==> src/sv/lscr_pkg.sv <==
// ----------------------------------------------------------------------------
// lscr_pkg
// Types, constants and helper functions of the line segment clipper.
// ----------------------------------------------------------------------------
`default_nettype none

package lscr_pkg;

  // Coordinate width and derived widths of the slope arithmetic.
  localparam int CW    = 16;
  localparam int DW    = CW + 1;
  localparam int PW    = 2 * DW;
  localparam int CNT_W = $clog2(PW + 1);

  // Register interface.
  localparam int APB_DW  = 32;
  localparam int APB_AW  = 4;
  localparam logic [1:0] REG_X_MIN = 2'd0;
  localparam logic [1:0] REG_Y_MIN = 2'd1;
  localparam logic [1:0] REG_X_MAX = 2'd2;
  localparam logic [1:0] REG_Y_MAX = 2'd3;

  // Region outcode bits.
  localparam logic [3:0] CODE_LEFT   = 4'd1;
  localparam logic [3:0] CODE_RIGHT  = 4'd2;
  localparam logic [3:0] CODE_BOTTOM = 4'd4;
  localparam logic [3:0] CODE_TOP    = 4'd8;

  localparam logic [3:0] MAX_MOVES = 4'd8;

  typedef logic signed [CW-1:0] coord_t;

  localparam coord_t WIN_MIN_RESET = coord_t'(150);
  localparam coord_t WIN_MAX_RESET = coord_t'(350);

  typedef struct packed {
    coord_t start_x;
    coord_t start_y;
    coord_t end_x;
    coord_t end_y;
  } seg_t;

  typedef struct packed {
    logic   accepted;
    coord_t clip_start_x;
    coord_t clip_start_y;
    coord_t clip_end_x;
    coord_t clip_end_y;
  } res_t;

  typedef struct packed {
    coord_t x_min;
    coord_t y_min;
    coord_t x_max;
    coord_t y_max;
  } win_t;

  // One classified segment as it waits between front and back.
  typedef struct packed {
    seg_t       seg;
    logic [3:0] c1;
    logic [3:0] c2;
  } job_t;

  // Queue status seen by the front and the back.
  typedef struct packed {
    logic full;
    logic empty;
  } qstat_t;

  // Outcode of one point against the window.
  function automatic logic [3:0] region(coord_t x, coord_t y, win_t w);
    logic [3:0] c;
    c = 4'd0;
    if (x < w.x_min) c = c | CODE_LEFT;
    if (x > w.x_max) c = c | CODE_RIGHT;
    if (y < w.y_min) c = c | CODE_BOTTOM;
    if (y > w.y_max) c = c | CODE_TOP;
    return c;
  endfunction

  // Magnitude of a difference; the most negative value maps to 2^CW.
  function automatic logic [DW-1:0] mag(logic signed [DW-1:0] v);
    return v[DW-1] ? DW'(-v) : DW'(v);
  endfunction

endpackage

`default_nettype wire

==> src/sv/lscr_front.sv <==
// ----------------------------------------------------------------------------
// lscr_front
// Accepts segments and tags both endpoints with their region outcodes.
// ----------------------------------------------------------------------------
`default_nettype none

module lscr_front import lscr_pkg::*; (
  input  wire logic   push,
  output logic        full,
  input  wire seg_t   in_data,
  input  wire win_t   win,
  input  wire qstat_t qstat,
  output logic        q_push,
  output job_t        q_wdata
);

  // A segment enters whenever the queue has room.
  assign full   = qstat.full;
  assign q_push = push && !qstat.full;

  // Classify both endpoints against the current window.
  always_comb begin
    q_wdata.seg = in_data;
    q_wdata.c1  = region(in_data.start_x, in_data.start_y, win);
    q_wdata.c2  = region(in_data.end_x, in_data.end_y, win);
  end

endmodule

`default_nettype wire

==> src/sv/lscr_fifo.sv <==
// ----------------------------------------------------------------------------
// lscr_fifo
// Two-entry queue of classified segments between front and back.
// ----------------------------------------------------------------------------
`default_nettype none

module lscr_fifo import lscr_pkg::*; (
  input  wire logic clk,
  input  wire logic rst_n,
  input  wire logic wr_en,
  input  wire job_t wdata,
  input  wire logic rd_en,
  output job_t      rdata,
  output qstat_t    qstat
);

  job_t       mem_r [2];
  logic       wptr_r;
  logic       rptr_r;
  logic [1:0] cnt_r;

  assign rdata       = mem_r[rptr_r];
  assign qstat.full  = (cnt_r == 2'd2);
  assign qstat.empty = (cnt_r == 2'd0);

  // Pointer and fill count update.
  always_ff @(posedge clk) begin
    if (!rst_n) begin
      wptr_r <= 1'b0;
      rptr_r <= 1'b0;
      cnt_r  <= 2'd0;
    end else begin
      if (wr_en) wptr_r <= ~wptr_r;
      if (rd_en) rptr_r <= ~rptr_r;
      cnt_r <= cnt_r + {1'b0, wr_en} - {1'b0, rd_en};
    end
  end

  // Entry storage.
  always_ff @(posedge clk) begin
    if (wr_en) mem_r[wptr_r] <= wdata;
  end

endmodule

`default_nettype wire

==> src/sv/lscr_back.sv <==
// ----------------------------------------------------------------------------
// lscr_back
// Edge-move sequencer with a shared multiplier and bit-serial divider.
// ----------------------------------------------------------------------------
`default_nettype none

module lscr_back import lscr_pkg::*; (
  input  wire logic   clk,
  input  wire logic   rst_n,
  input  wire win_t   win,
  input  wire qstat_t qstat,
  input  wire job_t   q_rdata,
  output logic        q_pop,
  input  wire logic   pop,
  output logic        empty,
  output res_t        out_data
);

  localparam logic [2:0] ST_IDLE  = 3'd0;
  localparam logic [2:0] ST_EVAL  = 3'd1;
  localparam logic [2:0] ST_MUL   = 3'd2;
  localparam logic [2:0] ST_DIV   = 3'd3;
  localparam logic [2:0] ST_APPLY = 3'd4;
  localparam logic [2:0] ST_DONE  = 3'd5;

  logic [2:0]       state_r;
  coord_t           x1_r, y1_r, x2_r, y2_r;
  logic [3:0]       c1_r, c2_r;
  logic [3:0]       moves_r;
  logic             ok_r;
  logic [DW-1:0]    amag_r, bmag_r, cmag_r;
  logic             neg_r;
  logic             vert_r;
  logic             sel2_r;
  coord_t           e_r;
  logic [PW-1:0]    prod_r;
  logic [DW:0]      rem_r;
  logic [CNT_W-1:0] cnt_r;
  logic             out_valid_r;
  res_t             out_r;

  // Move setup terms, taken from the current endpoints.
  logic                 pick2;
  logic [3:0]           code;
  logic                 vert;
  coord_t               px, py, e;
  logic signed [DW-1:0] dx, dy, da, db, dc;

  always_comb begin
    pick2 = (c1_r == 4'd0);
    code  = pick2 ? c2_r : c1_r;
    px    = pick2 ? x2_r : x1_r;
    py    = pick2 ? y2_r : y1_r;
    vert  = |(code & (CODE_LEFT | CODE_RIGHT));
    dx    = DW'(x2_r) - DW'(x1_r);
    dy    = DW'(y2_r) - DW'(y1_r);
    if (vert) begin
      e  = |(code & CODE_LEFT) ? win.x_min : win.x_max;
      da = DW'(e) - DW'(px);
      db = dy;
      dc = dx;
    end else begin
      e  = |(code & CODE_BOTTOM) ? win.y_min : win.y_max;
      da = DW'(e) - DW'(py);
      db = dx;
      dc = dy;
    end
  end

  // One restoring division step.
  logic [DW:0] rem_sh;
  logic        qbit;

  always_comb begin
    rem_sh = {rem_r[DW-1:0], prod_r[PW-1]};
    qbit   = (rem_sh >= {1'b0, cmag_r});
  end

  // Signed offset along the edge and the moved coordinate.
  logic [DW-1:0]          qmag;
  logic signed [DW:0]     qs;
  logic signed [DW:0]     base;
  logic signed [DW:0]     sum;
  coord_t                 moved;
  logic [3:0]             new_code;

  always_comb begin
    qmag = (cmag_r == '0) ? '0 : prod_r[DW-1:0];
    qs   = neg_r ? -($signed({1'b0, qmag})) : $signed({1'b0, qmag});
    if (vert_r) base = (DW + 1)'(sel2_r ? y2_r : y1_r);
    else        base = (DW + 1)'(sel2_r ? x2_r : x1_r);
    sum   = base + qs;
    moved = sum[CW-1:0];
    if (vert_r) new_code = region(e_r, moved, win);
    else        new_code = region(moved, e_r, win);
  end

  // A finished segment moves into the result register when it is free or
  // being taken in the same cycle.
  logic load_out;

  assign load_out = (state_r == ST_DONE) && (!out_valid_r || pop);

  assign q_pop    = (state_r == ST_IDLE) && !qstat.empty;
  assign empty    = !out_valid_r;
  assign out_data = out_r;

  // Sequencer.
  always_ff @(posedge clk) begin
    if (!rst_n) begin
      state_r     <= ST_IDLE;
      out_valid_r <= 1'b0;
      moves_r     <= 4'd0;
      cnt_r       <= '0;
    end else begin
      if (load_out) out_valid_r <= 1'b1;
      else if (pop && out_valid_r) out_valid_r <= 1'b0;
      unique case (state_r)
        ST_IDLE: begin
          if (!qstat.empty) begin
            x1_r    <= q_rdata.seg.start_x;
            y1_r    <= q_rdata.seg.start_y;
            x2_r    <= q_rdata.seg.end_x;
            y2_r    <= q_rdata.seg.end_y;
            c1_r    <= q_rdata.c1;
            c2_r    <= q_rdata.c2;
            moves_r <= 4'd0;
            state_r <= ST_EVAL;
          end
        end
        ST_EVAL: begin
          if (c1_r == 4'd0 && c2_r == 4'd0) begin
            ok_r    <= 1'b1;
            state_r <= ST_DONE;
          end else if ((c1_r & c2_r) != 4'd0 || moves_r == MAX_MOVES) begin
            ok_r    <= 1'b0;
            state_r <= ST_DONE;
          end else begin
            amag_r  <= mag(da);
            bmag_r  <= mag(db);
            cmag_r  <= mag(dc);
            neg_r   <= da[DW-1] ^ db[DW-1] ^ dc[DW-1];
            vert_r  <= vert;
            sel2_r  <= pick2;
            e_r     <= e;
            moves_r <= moves_r + 4'd1;
            state_r <= ST_MUL;
          end
        end
        ST_MUL: begin
          prod_r  <= amag_r * bmag_r;
          rem_r   <= '0;
          cnt_r   <= CNT_W'(PW);
          state_r <= ST_DIV;
        end
        ST_DIV: begin
          rem_r  <= qbit ? (rem_sh - {1'b0, cmag_r}) : rem_sh;
          prod_r <= {prod_r[PW-2:0], qbit};
          cnt_r  <= cnt_r - 1'b1;
          if (cnt_r == CNT_W'(1)) state_r <= ST_APPLY;
        end
        ST_APPLY: begin
          if (vert_r) begin
            if (sel2_r) begin
              x2_r <= e_r;  y2_r <= moved;  c2_r <= new_code;
            end else begin
              x1_r <= e_r;  y1_r <= moved;  c1_r <= new_code;
            end
          end else begin
            if (sel2_r) begin
              x2_r <= moved;  y2_r <= e_r;  c2_r <= new_code;
            end else begin
              x1_r <= moved;  y1_r <= e_r;  c1_r <= new_code;
            end
          end
          state_r <= ST_EVAL;
        end
        ST_DONE: begin
          if (load_out) state_r <= ST_IDLE;
        end
        default: state_r <= ST_IDLE;
      endcase
    end
  end

  // Result register, loaded as the result is handed over.
  always_ff @(posedge clk) begin
    if (load_out) begin
      out_r.accepted     <= ok_r;
      out_r.clip_start_x <= ok_r ? x1_r : '0;
      out_r.clip_start_y <= ok_r ? y1_r : '0;
      out_r.clip_end_x   <= ok_r ? x2_r : '0;
      out_r.clip_end_y   <= ok_r ? y2_r : '0;
    end
  end

endmodule

`default_nettype wire

==> src/sv/line_segment_clip_rect.sv <==
// ----------------------------------------------------------------------------
// line_segment_clip_rect
// Cohen-Sutherland clipping of line segments against a register window.
// ----------------------------------------------------------------------------
// A segment pushed into the block is classified at once and waits in a
// two-entry queue; the clipping engine works on one segment at a time and
// accepts or rejects it trivially from its outcodes where it can, else
// moves an endpoint onto a window edge (one setup, one multiply, 34 divide
// steps and one update per move) and tests again, with at most 8 moves.
// The bit-serial divider is shared by all moves.  A result waits in
// the output register while the next segment is worked on; a finished
// segment stalls until that register is free.  Rejected segments return
// accepted low with all coordinates zero.
`default_nettype none

module line_segment_clip_rect import lscr_pkg::*; (
  input  wire logic              clk,
  input  wire logic              rst_n,
  input  wire logic              push,
  output logic                   full,
  input  wire seg_t              in_data,
  input  wire logic              pop,
  output logic                   empty,
  output res_t                   out_data,
  input  wire logic              psel,
  input  wire logic              penable,
  input  wire logic              pwrite,
  input  wire logic [APB_AW-1:0] paddr,
  input  wire logic [APB_DW-1:0] pwdata,
  output logic [APB_DW-1:0]      prdata,
  output logic                   pready
);

  win_t   win_r;
  qstat_t qstat;
  logic   q_push, q_pop;
  job_t   q_wdata, q_rdata;
  logic   wr_en;

  // Window registers behind the APB port.
  assign pready = 1'b1;
  assign wr_en  = psel && penable && pwrite;

  always_ff @(posedge clk) begin
    if (!rst_n) begin
      win_r.x_min <= WIN_MIN_RESET;
      win_r.y_min <= WIN_MIN_RESET;
      win_r.x_max <= WIN_MAX_RESET;
      win_r.y_max <= WIN_MAX_RESET;
    end else if (wr_en) begin
      unique case (paddr[3:2])
        REG_X_MIN: win_r.x_min <= pwdata[CW-1:0];
        REG_Y_MIN: win_r.y_min <= pwdata[CW-1:0];
        REG_X_MAX: win_r.x_max <= pwdata[CW-1:0];
        REG_Y_MAX: win_r.y_max <= pwdata[CW-1:0];
        default: ;
      endcase
    end
  end

  // Read back.
  always_comb begin
    unique case (paddr[3:2])
      REG_X_MIN: prdata = APB_DW'($unsigned(win_r.x_min));
      REG_Y_MIN: prdata = APB_DW'($unsigned(win_r.y_min));
      REG_X_MAX: prdata = APB_DW'($unsigned(win_r.x_max));
      REG_Y_MAX: prdata = APB_DW'($unsigned(win_r.y_max));
      default:   prdata = '0;
    endcase
  end

  lscr_front u_front (
    .push    (push),
    .full    (full),
    .in_data (in_data),
    .win     (win_r),
    .qstat   (qstat),
    .q_push  (q_push),
    .q_wdata (q_wdata)
  );

  lscr_fifo u_fifo (
    .clk   (clk),
    .rst_n (rst_n),
    .wr_en (q_push),
    .wdata (q_wdata),
    .rd_en (q_pop),
    .rdata (q_rdata),
    .qstat (qstat)
  );

  lscr_back u_back (
    .clk      (clk),
    .rst_n    (rst_n),
    .win      (win_r),
    .qstat    (qstat),
    .q_rdata  (q_rdata),
    .q_pop    (q_pop),
    .pop      (pop),
    .empty    (empty),
    .out_data (out_data)
  );

endmodule

`default_nettype wire

==> config.mk <==
export PLATFORM = sky130hd
export DESIGN_NAME = line_segment_clip_rect
export DESIGN_NICKNAME = d
export VERILOG_FILES = /design/src/sv/lscr_pkg.sv /design/src/sv/lscr_front.sv /design/src/sv/lscr_fifo.sv /design/src/sv/lscr_back.sv /design/src/sv/line_segment_clip_rect.sv
export SDC_FILE = /design/constraint.sdc
export NUM_CORES = 2
export LEC_CHECK = 0
export BUFFER_PORTS_ARGS = -buffer_cell sky130_fd_sc_hd__buf_2
export CORE_MARGIN = 10
export CORE_UTILIZATION = 35
export CTS_BUF_LIST = sky130_fd_sc_hd__clkbuf_8
export CTS_CLUSTER_DIAMETER = 100
export DETAILED_ROUTE_END_ITERATION = 8
export PLACE_DENSITY = 0.48
export SLEW_MARGIN = 20
export SYNTH_ARGS = -nofsm -noshare
export SYNTH_HDL_FRONTEND = slang
export SYNTH_SLANG_ARGS = --single-unit
==> constraint.sdc <==
create_clock -name clk -period 29.5 [get_ports clk]
set_input_delay 4.425 -clock clk [delete_from_list [all_inputs] [get_ports clk]]
set_output_delay 4.425 -clock clk [all_outputs]
set_load 0.03 [all_outputs]
==> flow_summary.ini <==
[die]
fp.coreArea_um2 = 117000
ios = 207
floorplan.die.width_um = 363
die-area_um2 = 132000
die_h_um = 363
effective_utilization_at_floorplan_pct = 35.4
num_rows = 125

[cts]
worstSkewPairLatency_ns = 0.76
cts_max_path_buffers = 3
cts_resized = 0
postCtsSetupBuffers = 0
cts_max_level = 3
cts_hold_fix_bufs = 0
clock_tree_from_tritoncts = yes
clk_sink_count = 486
clkSlewWorstSetupHoldPaths_ns = 0.06
cts-buffers-inserted = 90
cts_root_buf = sky130_fd_sc_hd__clkbuf_8

[timing]
max-slew-margin-rel_pct = 24.9
min_period_over_period_pct = 35.0
skew_ns = 0.0420
worst_slew_pin_slew_ns = 1.11
setup_viol = 0
slew_limit_fails = 0
finalSetupTns_ns = 0
finalWorstPathRequiredPeriod_ns = 10.31
timing.fmax_mhz = 97.0
post-route-worst-setup-slack_ns = 19.19
finalHoldViolCount = 0
rsz0062_at_grt = false
whs_ns = 0.472

[placed_design]
detailedPlace.worstSlack_ns = 19.17
dpl.hpwl_um = 105000
gp_congestion = 0.924
io_buffers = 171
placed_cells = 5767

[run_status]
run_status = finished, final reports clean

[yosys]
synth.top_cells.by_count = sky130_fd_sc_hd__inv_1 (487), sky130_fd_sc_hd__ha_1 (462), sky130_fd_sc_hd__nand2_1 (429), sky130_fd_sc_hd__edfxtp_1 (403), sky130_fd_sc_hd__nor2_1 (260)
synthMostInstantiatedCell = sky130_fd_sc_hd__inv_1
synth.avg_cell_area_um2 = 9.88
syn-instance-count = 4173
synth.yosys.seq_area_share_pct = 33.4
synth_largest_type_area_fraction_pct = 29.4
async_reset_ff_share_pct = 0
synth.largest_area_cell = sky130_fd_sc_hd__edfxtp_1
synth_flop_cell = sky130_fd_sc_hd__edfxtp_1
synth-edff-count = 403
largest_cells_by_area_after_synthesis = sky130_fd_sc_hd__edfxtp_1 (29%), sky130_fd_sc_hd__ha_1 (14%), sky130_fd_sc_hd__fa_1 (11%)
synth.distinct_cells = 89
netlist_area_um2 = 41200
yosysWarningCount = 0
synth_seq_cells = 486

[worst_setup_path]
worstPathMaxFanout = 23
setup.worst_path.start_class = primary input
crit_type = primary input to output pin
timing.critical_path.slowest_stage_cell = sky130_fd_sc_hd__mux4_2
timing.critical_path.required_ns = 25.08
cp_common_cell = sky130_fd_sc_hd__buf_2
cp_slowest_stage_delay_ns = 0.68
crit_path_end_kind = output pin
worst-endpoint-arrival_ns = 5.89
path_cells = buf_2, mux4_2, buf_2

[drt]
antenna_violating_nets_remaining = 0
drc = 0
drt_iter0_drc = 2276
routed_wirelength_um = 135000
detailroute.via_count = 30800
wl_per_cell_um = 22.7
drtPass1Iterations = 5
vias_per_cell = 5.20

[finish]
final-instance-count-excl-fill = 5934
fin_nets = 5134
syn2layout_area_growth_pct = 10.6
n_fill_cell = 11700
layout-drive-gt1-share_pct = 9.71

[grt]
vias_in_the_first_global_route = 30600
grt.overflow.total = 0
grt_util_all_layers_pct = 20.3
grt_max_degree = 82
grt_first_pass_wirelength_um = 202000
number_of_antenna_violations_at_the_first_check_in_global_routing = 5

[run]
timing.max_cap.violations = 0

[power]
power_leakage_nw = 19.5
power_mw = 6.25
power_per_cell_area_nw_per_um2 = 137
peakVddDrop_v = 0.000170

[hold_path]
min-delay-path-class = flop to flop
==> metrics by stage <==
| step | area, um2 | utilization [%] |
|---|---|---|
| after global routing | 45600 | 39.1 |
| after CTS | 45600 | 39.1 |
| after detailed placement | 43800 | 37.6 |
| after floorplan | 41300 | - |
| after global placement | 43800 | 37.6 |
| final | 45600 | 39.1 |
==> routing by layer <==
layer	wire [um]	global-route usage, %	part of all wire, %	vias up
met5	7	0	0.0052	-
met2	62600	33.1	46	804
li1	-	-	-	14800
met1	60300	27.3	45	15000
met4	5030	7.51	3.7	2
met3	6930	2.71	5.1	217
==> kinds of logic (layout without fill, tap and decap cells) <==
| group | after synthesis | after routing | share of synthesized area [%] |
|---|---|---|---|
| AO/OA/AOI/OAI | 798 | 798 | 12.5 |
| XOR/XNOR | 158 | 158 | 3.36 |
| adder cells (fa/ha/maj) | 692 | 692 | 25.2 |
| buffers and inverters | 652 | 871 | 6.14 |
| flip-flops | 486 | 486 | 33.4 |
| multiplexers | 179 | 179 | 5.35 |
| other | 2 | 20 | 0.0182 |
| AND/OR/NAND/NOR | 1206 | 1206 | 14.1 |
==> flip-flops by register name (all words and copies together), names as in the netlist, 6 cells and up, named ones only <==
register         cells
u_back.rem_r        17
u_fifo.mem_r       144
u_back.x1_r         16
u_back.x2_r         16
u_back.y1_r         16
u_back.bmag_r       17
u_back.y2_r         16
u_back.cnt_r         6
win_r               64
u_back.out_data     65
u_back.amag_r       17
u_back.prod_r       34
u_back.cmag_r       17
u_back.e_r          16
==> placed cells by master (no fill, tap or decap), types with 138 or more instances in the layout <==
cell type                  count
sky130_fd_sc_hd__inv_1       516
sky130_fd_sc_hd__ha_1        462
sky130_fd_sc_hd__nand2_1     427
sky130_fd_sc_hd__edfxtp_1    403
sky130_fd_sc_hd__nor2_1      257
sky130_fd_sc_hd__a21oi_1     252
sky130_fd_sc_hd__fa_1        230
sky130_fd_sc_hd__and2_1      190
sky130_fd_sc_hd__buf_2       171
sky130_fd_sc_hd__mux2i_1     138
sky130_fd_sc_hd__o21ai_0     138
==> cell type report <==
class	instances	area, um2	area share [%]
inverters	488	1840	4.03
clock buffers	93	1280	2.81
well taps	1524	1910	4.18
flip-flops and latches	486	13800	30.2
multi-input cells	3050	25100	55.0
repair buffers	219	1220	2.67
clock inverters	71	488	1.07
diodes	3	7.51	0.0165
==> power breakdown <==
| part | internal [mW] | switching, mW |
|---|---|---|
| combinational | 1.83 | 2.57 |
| clock | 0.347 | 0.310 |
| sequential | 1.06 | 0.135 |
==> critical path: cells and delay by family <==
family	cells	cell delay, ns
buffers and inverters	2	0.76
muxes	1	0.68
==> worst paths after layout <==
path                         start  cells after the start  slack, ns                end
setup / recovery          paddr[3]                      3      19.19          prdata[1]
hold / removal           win_r[61]                      2       0.47          win_r[61]
setup reg to reg  u_back.bmag_r[7]                     23      21.91  u_back.prod_r[33]
hold reg to reg          win_r[61]                      2       0.47          win_r[61]
No activity file was read; power rests on OpenSTA's default activity.
